## config.mk

```make
export PLATFORM = sky130hd
export DESIGN_NAME = positional_pid_deadband_clamped_core
export DESIGN_NICKNAME = d
export VERILOG_FILES = /design/src/rtl/ppid_pkg.sv /design/src/rtl/ppid_dp.sv /design/src/rtl/positional_pid_deadband_clamped_core.sv
export SDC_FILE = /design/constraint.sdc
export NUM_CORES = 2
export LEC_CHECK = 0
export ABC_AREA = 1
export BUFFER_PORTS_ARGS = -buffer_cell sky130_fd_sc_hd__buf_4
export CORE_UTILIZATION = 61
export CTS_BUF_LIST = sky130_fd_sc_hd__clkbuf_2 sky130_fd_sc_hd__clkbuf_4 sky130_fd_sc_hd__clkbuf_8
export DETAILED_ROUTE_END_ITERATION = 10
export GPL_TIMING_DRIVEN = 1
export PLACE_DENSITY = 0.78
export SYNTH_ARGS = -nofsm -noshare
export SYNTH_HDL_FRONTEND = slang
export SYNTH_HIERARCHICAL = 1
export SYNTH_SLANG_ARGS = --single-unit
```

## constraint.sdc

```tcl
create_clock -name i_clk -period 10.5 [get_ports i_clk]
set_input_delay 1.05 -clock i_clk [delete_from_list [all_inputs] [get_ports i_clk]]
set_output_delay 1.05 -clock i_clk [all_outputs]
set_load 0.02 [all_outputs]
```

## src/rtl/ppid_pkg.sv

```systemverilog
`timescale 1ns / 1ps
`default_nettype none

package ppid_pkg;

    // register file addressing: word index sits in paddr[4:2]
    localparam int ADDR_W = 5;
    localparam int IDX_W  = 3;

    typedef logic [ADDR_W-1:0] t_addr;

    typedef enum logic [IDX_W-1:0] {
        REG_GAIN_P         = 3'd0,
        REG_GAIN_I         = 3'd1,
        REG_GAIN_D         = 3'd2,
        REG_DEAD_ZONE      = 3'd3,
        REG_INTEGRAL_LIMIT = 3'd4,
        REG_I_TERM_LIMIT   = 3'd5,
        REG_DRIVE_LIMIT    = 3'd6
    } t_reg_idx;

    // reset values of the limit registers
    localparam logic [23:0] INTEGRAL_LIMIT_RST = 24'hFF_FFFF;
    localparam logic [14:0] I_TERM_LIMIT_RST   = 15'h7FFF;
    localparam logic [14:0] DRIVE_LIMIT_RST    = 15'h7FFF;

    // controller settings as seen by the datapath
    typedef struct packed {
        logic [15:0] gain_p;
        logic [15:0] gain_i;
        logic [15:0] gain_d;
        logic [15:0] dead_zone;
        logic [23:0] integral_limit;
        logic [14:0] i_term_limit;
        logic [14:0] drive_limit;
    } t_cfg;

    // per-stage load strobes
    typedef struct packed {
        logic ld0;
        logic ld1;
        logic ld2;
        logic ld3;
    } t_pipe_ctl;

endpackage

`default_nettype wire

```

## src/rtl/ppid_dp.sv

```systemverilog
`timescale 1ns / 1ps
`default_nettype none

module ppid_dp (
    input  wire                    i_clk,
    input  wire                    i_rst_n,
    input  ppid_pkg::t_pipe_ctl    i_ctl,
    input  ppid_pkg::t_cfg         i_cfg,
    input  wire signed [15:0]      i_setpoint,
    input  wire signed [15:0]      i_measured,
    output logic signed [15:0]     o_drive
);
    import ppid_pkg::*;

    // input stage
    logic signed [15:0] r_sp;
    logic signed [15:0] r_ms;

    // controller state
    logic signed [24:0] r_esum;
    logic signed [16:0] r_prev;

    // error stage
    logic signed [16:0] r_e1;
    logic signed [24:0] r_s1;
    logic signed [17:0] r_d1;

    // product stage
    logic signed [32:0] r_pp;
    logic signed [40:0] r_pi;
    logic signed [33:0] r_pd;

    // result register
    logic signed [15:0] r_drive;

    logic signed [16:0] w_err_raw;
    logic signed [17:0] w_err18;
    logic signed [17:0] w_dz18;
    logic               w_in_band;
    logic signed [16:0] w_err;
    logic signed [25:0] w_sum26;
    logic signed [25:0] w_ilim26;
    logic signed [24:0] n_esum;
    logic signed [17:0] w_diff;

    logic signed [15:0] w_gp;
    logic signed [15:0] w_gi;
    logic signed [15:0] w_gd;

    logic signed [24:0] w_p;
    logic signed [32:0] w_i;
    logic signed [25:0] w_d;
    logic signed [32:0] w_itl;
    logic signed [15:0] w_ic;
    logic signed [27:0] w_sum28;
    logic signed [27:0] w_dlim28;
    logic signed [15:0] n_drive;

    assign w_gp = i_cfg.gain_p;
    assign w_gi = i_cfg.gain_i;
    assign w_gd = i_cfg.gain_d;

    // capture the input word
    always_ff @(posedge i_clk) begin
        if (i_ctl.ld0) begin
            r_sp <= i_setpoint;
            r_ms <= i_measured;
        end
    end

    // error, deadband, integral update and error change
    always_comb begin
        w_err_raw = {r_sp[15], r_sp} - {r_ms[15], r_ms};
        w_err18   = {w_err_raw[16], w_err_raw};
        w_dz18    = {2'b00, i_cfg.dead_zone};
        w_in_band = (w_err18 > -w_dz18) && (w_err18 < w_dz18);
        w_err     = w_in_band ? 17'sd0 : w_err_raw;

        w_sum26   = {r_esum[24], r_esum} + {{9{w_err[16]}}, w_err};
        w_ilim26  = {2'b00, i_cfg.integral_limit};
        if (w_sum26 > w_ilim26) begin
            n_esum = w_ilim26[24:0];
        end else if (w_sum26 < -w_ilim26) begin
            n_esum = 25'(-w_ilim26);
        end else begin
            n_esum = w_sum26[24:0];
        end

        w_diff = {w_err[16], w_err} - {r_prev[16], r_prev};
    end

    // controller state, updated once per word
    always_ff @(posedge i_clk) begin
        if (!i_rst_n) begin
            r_esum <= '0;
            r_prev <= '0;
        end else if (i_ctl.ld1) begin
            r_esum <= n_esum;
            r_prev <= w_err;
        end
    end

    always_ff @(posedge i_clk) begin
        if (i_ctl.ld1) begin
            r_e1 <= w_err;
            r_s1 <= n_esum;
            r_d1 <= w_diff;
        end
    end

    // gain products, all exact
    always_ff @(posedge i_clk) begin
        if (i_ctl.ld2) begin
            r_pp <= 33'(w_gp) * 33'(r_e1);
            r_pi <= 41'(w_gi) * 41'(r_s1);
            r_pd <= 34'(w_gd) * 34'(r_d1);
        end
    end

    // floor shift by 8, i term clamp, sum and drive clamp
    always_comb begin
        w_p   = r_pp[32:8];
        w_i   = r_pi[40:8];
        w_d   = r_pd[33:8];

        w_itl = {18'b0, i_cfg.i_term_limit};
        if (w_i > w_itl) begin
            w_ic = w_itl[15:0];
        end else if (w_i < -w_itl) begin
            w_ic = 16'(-w_itl);
        end else begin
            w_ic = w_i[15:0];
        end

        w_sum28  = {{3{w_p[24]}}, w_p} + {{2{w_d[25]}}, w_d} + {{12{w_ic[15]}}, w_ic};
        w_dlim28 = {13'b0, i_cfg.drive_limit};
        if (w_sum28 > w_dlim28) begin
            n_drive = w_dlim28[15:0];
        end else if (w_sum28 < -w_dlim28) begin
            n_drive = 16'(-w_dlim28);
        end else begin
            n_drive = w_sum28[15:0];
        end
    end

    always_ff @(posedge i_clk) begin
        if (i_ctl.ld3) begin
            r_drive <= n_drive;
        end
    end

    assign o_drive = r_drive;

endmodule

`default_nettype wire

```

## src/rtl/positional_pid_deadband_clamped_core.sv

```systemverilog
`timescale 1ns / 1ps
`default_nettype none

// Positional PID step with an error deadband. Each input word carries a
// setpoint and a measured value; one drive word comes out for each, in order.
// Throughput is one word per clock unless the result side stalls; a drive word
// passes from the input register through the error stage, product stage and
// result register. The integral and last-error state close their loop within
// the error stage, so consecutive words need no gap. Each stage holds its word
// while the next one is full and not moving, so input is still taken while a
// result waits, until all four stages hold a word. Gains are signed Q8.8;
// products are shifted right by 8 with floor rounding. The user must write
// registers over the APB port only while no word is in flight (not enforced).

module positional_pid_deadband_clamped_core (
    input  wire                 i_clk,
    input  wire                 i_rst_n,

    // input stream
    input  wire                 s_axis_tvalid,
    output logic                s_axis_tready,
    input  wire [31:0]          s_axis_tdata,   // [15:0] setpoint, [31:16] measured

    // result stream
    output logic                m_axis_tvalid,
    input  wire                 m_axis_tready,
    output logic [15:0]         m_axis_tdata,   // [15:0] drive

    // register port
    input  wire                 psel,
    input  wire                 penable,
    input  wire                 pwrite,
    input  ppid_pkg::t_addr     paddr,
    input  wire [31:0]          pwdata,
    output logic [31:0]         prdata,
    output logic                pready
);
    import ppid_pkg::*;

    logic [15:0] r_gain_p;
    logic [15:0] r_gain_i;
    logic [15:0] r_gain_d;
    logic [15:0] r_dead_zone;
    logic [23:0] r_integral_limit;
    logic [14:0] r_i_term_limit;
    logic [14:0] r_drive_limit;

    logic        w_wr;
    t_reg_idx    w_idx;
    t_cfg        w_cfg;

    logic        r_v0;
    logic        r_v1;
    logic        r_v2;
    logic        r_ov;
    logic        w_en0;
    logic        w_en1;
    logic        w_en2;
    logic        w_en3;
    t_pipe_ctl   w_ctl;

    logic signed [15:0] w_drive;

    // register file
    assign pready = 1'b1;
    assign w_wr   = psel && penable && pwrite;
    assign w_idx  = t_reg_idx'(paddr[ADDR_W-1:2]);

    always_ff @(posedge i_clk) begin
        if (!i_rst_n) begin
            r_gain_p         <= '0;
            r_gain_i         <= '0;
            r_gain_d         <= '0;
            r_dead_zone      <= '0;
            r_integral_limit <= INTEGRAL_LIMIT_RST;
            r_i_term_limit   <= I_TERM_LIMIT_RST;
            r_drive_limit    <= DRIVE_LIMIT_RST;
        end else if (w_wr) begin
            unique case (w_idx)
                REG_GAIN_P:         r_gain_p         <= pwdata[15:0];
                REG_GAIN_I:         r_gain_i         <= pwdata[15:0];
                REG_GAIN_D:         r_gain_d         <= pwdata[15:0];
                REG_DEAD_ZONE:      r_dead_zone      <= pwdata[15:0];
                REG_INTEGRAL_LIMIT: r_integral_limit <= pwdata[23:0];
                REG_I_TERM_LIMIT:   r_i_term_limit   <= pwdata[14:0];
                REG_DRIVE_LIMIT:    r_drive_limit    <= pwdata[14:0];
                default: begin
                end
            endcase
        end
    end

    // read back
    always_comb begin
        unique case (w_idx)
            REG_GAIN_P:         prdata = {16'b0, r_gain_p};
            REG_GAIN_I:         prdata = {16'b0, r_gain_i};
            REG_GAIN_D:         prdata = {16'b0, r_gain_d};
            REG_DEAD_ZONE:      prdata = {16'b0, r_dead_zone};
            REG_INTEGRAL_LIMIT: prdata = {8'b0, r_integral_limit};
            REG_I_TERM_LIMIT:   prdata = {17'b0, r_i_term_limit};
            REG_DRIVE_LIMIT:    prdata = {17'b0, r_drive_limit};
            default:            prdata = '0;
        endcase
    end

    assign w_cfg = '{
        gain_p:         r_gain_p,
        gain_i:         r_gain_i,
        gain_d:         r_gain_d,
        dead_zone:      r_dead_zone,
        integral_limit: r_integral_limit,
        i_term_limit:   r_i_term_limit,
        drive_limit:    r_drive_limit
    };

    // stage advance: a stage moves when the one after it is empty or moving
    assign w_en3 = !r_ov || m_axis_tready;
    assign w_en2 = !r_v2 || w_en3;
    assign w_en1 = !r_v1 || w_en2;
    assign w_en0 = !r_v0 || w_en1;

    assign w_ctl.ld0 = s_axis_tvalid && w_en0;
    assign w_ctl.ld1 = r_v0 && w_en1;
    assign w_ctl.ld2 = r_v1 && w_en2;
    assign w_ctl.ld3 = r_v2 && w_en3;

    always_ff @(posedge i_clk) begin
        if (!i_rst_n) begin
            r_v0 <= 1'b0;
            r_v1 <= 1'b0;
            r_v2 <= 1'b0;
            r_ov <= 1'b0;
        end else begin
            if (w_en0) begin
                r_v0 <= s_axis_tvalid;
            end
            if (w_en1) begin
                r_v1 <= r_v0;
            end
            if (w_en2) begin
                r_v2 <= r_v1;
            end
            if (w_en3) begin
                r_ov <= r_v2;
            end
        end
    end

    assign s_axis_tready = w_en0;
    assign m_axis_tvalid = r_ov;

    // controller datapath
    ppid_dp u_dp (
        .i_clk      (i_clk),
        .i_rst_n    (i_rst_n),
        .i_ctl      (w_ctl),
        .i_cfg      (w_cfg),
        .i_setpoint (s_axis_tdata[15:0]),
        .i_measured (s_axis_tdata[31:16]),
        .o_drive    (w_drive)
    );

    assign m_axis_tdata = w_drive;

endmodule

`default_nettype wire

```

==> key figures <==
Clock network
  • TritonCTS clock tree: built
  • Clk buf depth: 3
  • Total CTS buffers: 67
  • CTS H-tree lvls: 3
  • Clock-pin slew on the worst setup and hold paths: 0.06 ns
  • Post-CTS Setup Bufs: 0
  • Clk Latency, worst-skew pair: 0.71 ns
  • Root Buffer: clkbuf_8
  • Clk sink count: 356

Floorplan
  • Site Rows: 115
  • Starting Density: 0.617
  • DIE AREA: 101000 µm²
  • Boundary Pins: 127
  • Die height: 318 µm
  • DIE WIDTH: 318 µm
  • Core area: 98700 µm²

Synthesis
  • Synth Area per Inst: 7.90 µm²
  • Post-synthesis sequential area ratio: 0.149
  • Count of different cell masters after synthesis: 63
  • Post-Synthesis Cells: 7716
  • Post-synth EDFFs: 192
  • Yosys top cell area share: 0.322
  • Number of synthesized register bits: 356
  • Post-synth top area cell: fa_1
  • Ranking of synthesized cells by area: fa_1 (32%), nand2_1 (11%), inv_1 (11%), ha_1 (11%), edfxtp_1 (9.5%)
  • Post-synth ARST share: 0
  • Synth warnings: 6
  • Top_reg_cell synth: edfxtp_1
  • Post-Syn Area: 60900 µm²

Worst setup path
  • Worst-path fanout max: 32
  • Slowest cell on the critical path: fa_1
  • Cell mode on critical path: nand2_1
  • Crit Path Category: register to register
  • Worst EP required: 10.92 ns
  • Crit path capture type: register
  • Reg2reg setup slack: 1.41 ns
  • CP Launch Type: register
  • CP Data Arrival Time: 9.52 ns
  • Largest stage delay, worst path: 0.51 ns

Drt
  • Drt first-iter violations: 4674
  • DR DRC count: 0
  • DR pass1 iterations: 8
  • Vias per cell: 5.59
  • Post-route ant nets: 0
  • Vias: 50300
  • Total Routed Length: 167000 µm
  • Drt wl/cell: 18.5 µm

Layout
  • Fill cell count: 8436
  • Layout cell share with drive strength beyond 1: 0.0538
  • Area delta synth->final: 4.90%
  • Fin nets: 9233

GRT
  • Global Route Usage Sum: 0.339
  • Pin count of the biggest net entering global routing: 96
  • Vias in the first global route: 51200
  • Initial antenna violation count: 5
  • First-pass GRT wire length: 270000 µm
  • GR Overflow Total: 0

Timing
  • Setup-failing EPs final: 0
  • Worst Skew: 0.0449 ns
  • Max Slew Vio Count: 0
  • Setup TNS: 0 ns
  • Relative slew slack: 0.207
  • Minimum clock period: 9.09 ns
  • Final Hold Fails: 0
  • RSZ-0062 raised after global routing: false
  • Actual slew at the worst max-slew pin: 1.19 ns
  • Fmax: 0.110 GHz
  • Final Cycle Share: 0.866

Power
  • Total power: 0.00692 W
  • Worst IR Drop VDD: 0.117 mV
  • Power per cell area: 108 nW/µm²
  • Leakage: 31.6 nW

Job
  • Number of max-cap violations: 0

Placed design
  • Placer Congestion: 1.00
  • I/O Buffers: 107
  • DP Wirelength: 133000 µm

Run status
  • Status: finished, final reports clean

Hold path
  • Hold crit path type: register to register
==> state kept, by name, summed over array words and instances (netlist names) <==
| register | flops |
|---|---|
| r_gain_p | 16 |
| u_dp/r_prev | 17 |
| u_dp/r_e1 | 17 |
| u_dp/r_ms | 16 |
| r_integral_limit | 24 |
| r_gain_i | 16 |
| r_v2 | 1 |
| u_dp/r_s1 | 25 |
| u_dp/r_sp | 16 |
| u_dp/r_esum | 25 |
| u_dp/r_d1 | 18 |
| r_i_term_limit | 15 |
| m_axis_tvalid | 1 |
| r_gain_d | 16 |
| u_dp/o_drive | 16 |
| r_v1 | 1 |
| r_dead_zone | 16 |
| u_dp/r_pp | 25 |
| u_dp/r_pd | 26 |
| r_v0 | 1 |
| r_drive_limit | 15 |
| u_dp/r_pi | 33 |
==> power breakdown <==
group / leakage [nW] / switching (W) / total, W / internal [W]
combinational: 27.7 / 0.00220 / 0.00329 / 0.00109
sequential: 3.14 / 0.000456 / 0.00216 / 0.00170
clock: 0.735 / 0.000656 / 0.00147 / 0.000815
==> per-layer routing <==
metal	global-route usage	wire, µm
met1	0.454	67400
met2	0.532	73900
met3	0.0906	19200
met4	0.115	6120
met5	0	27
==> cell type report <==
type	count	area, µm²	area share
diodes	2	5.00	0.0000783
clock buffers	90	1140	0.0179
clock inverters	32	278	0.00435
inverters	1769	6640	0.104
multi-input cells	5312	44000	0.688
flip-flops and latches	356	9050	0.142
well taps	1287	1610	0.0252
repair buffers	157	1180	0.0184
==> path summary, 6_finish.rpt <==
| check | start | to | cells after the start |
|---|---|---|---|
| max reg2reg | r_i_term_limit[0] | u_dp/o_drive[12] | 43 |
| min reg2reg | r_v0 | r_v1 | 2 |
| min | r_v0 | r_v1 | 2 |
| max | r_i_term_limit[0] | u_dp/o_drive[12] | 43 |
==> placed cells by master (no fill, tap or decap), types with 17 or more instances in the layout <==
master	n
o211ai_1	21
nor3_1	55
inv_1	1756
fa_1	981
nand3_1	354
nand2_2	17
nand2_1	1827
or2_2	60
clkbuf_8	75
a21oi_1	289
xor2_1	151
edfxtp_1	192
nand4_1	112
a31oi_1	19
dfxtp_1	164
nor2_1	462
o21bai_1	17
xnor2_1	72
ha_1	513
o21ai_0	189
buf_4	157
==> worst max-delay path, delay by kind of cell, from the launching register on <==
kind,cells,cell delay [ns]
flops,1,0.37
buf+inv,6,0.80
compound gates,8,1.76
simple gates,24,4.17
fa+ha+maj,5,1.72
==> synthesized netlist by cell type (all sizes together), types with 2 or more instances <==
cell type  instances
buf               62
nor2             485
a21o              12
o221a              3
o22ai              5
a21oi            291
edfxtp           192
o21ai            204
nor3              60
nand4            112
a21boi             5
o21a              15
clkbuf           224
and3               3
xor2             153
xnor2             72
nand2           1845
o2111ai            5
inv             1769
conb               2
o221ai             5
nand3b             7
nand3            367
o21bai            17
or2               63
ha               513
o211ai            22
nor4              14
dfxtp            164
fa               981
a211oi            12
o31ai              3
a31oi             19
==> stage by stage <==
step / setup slack, ns / hold WS [ns] / util / std cells / cell area [µm²]
floorplan: 2.46 / 0.443 / - / 7723 / 60900
global placement: 1.33 / 0.452 / 0.633 / 8881 / 62500
detailed placement: 1.25 / 0.460 / 0.633 / 8881 / 62500
CTS: 1.20 / 0.468 / 0.647 / 9003 / 63900
global route: 0.295 / 0.490 / 0.647 / 9005 / 63900
finish: 1.41 / 0.473 / 0.647 / 9005 / 63900
==> repair_timing <==
action / in CTS / in global routing
hold buffers: 0 / 0
endpoints found under the setup margin: 0 / 1
gates resized for setup: 0 / 1
==> kinds of logic (layout without fill, tap and decap cells) <==
kind of cell,after synthesis,count (layout),share of synthesized area
AOI/OAI and AO/OA,624,624,0.0572
xor gates and xnor gates,225,225,0.0328
adders and majority gates,1494,1494,0.428
buffers and inverters,2055,2048,0.130
DFF,356,356,0.149
other,2,11,0.000123
and+or+nand+nor,2960,2960,0.204
No activity file was read; power rests on OpenSTA's default activity.
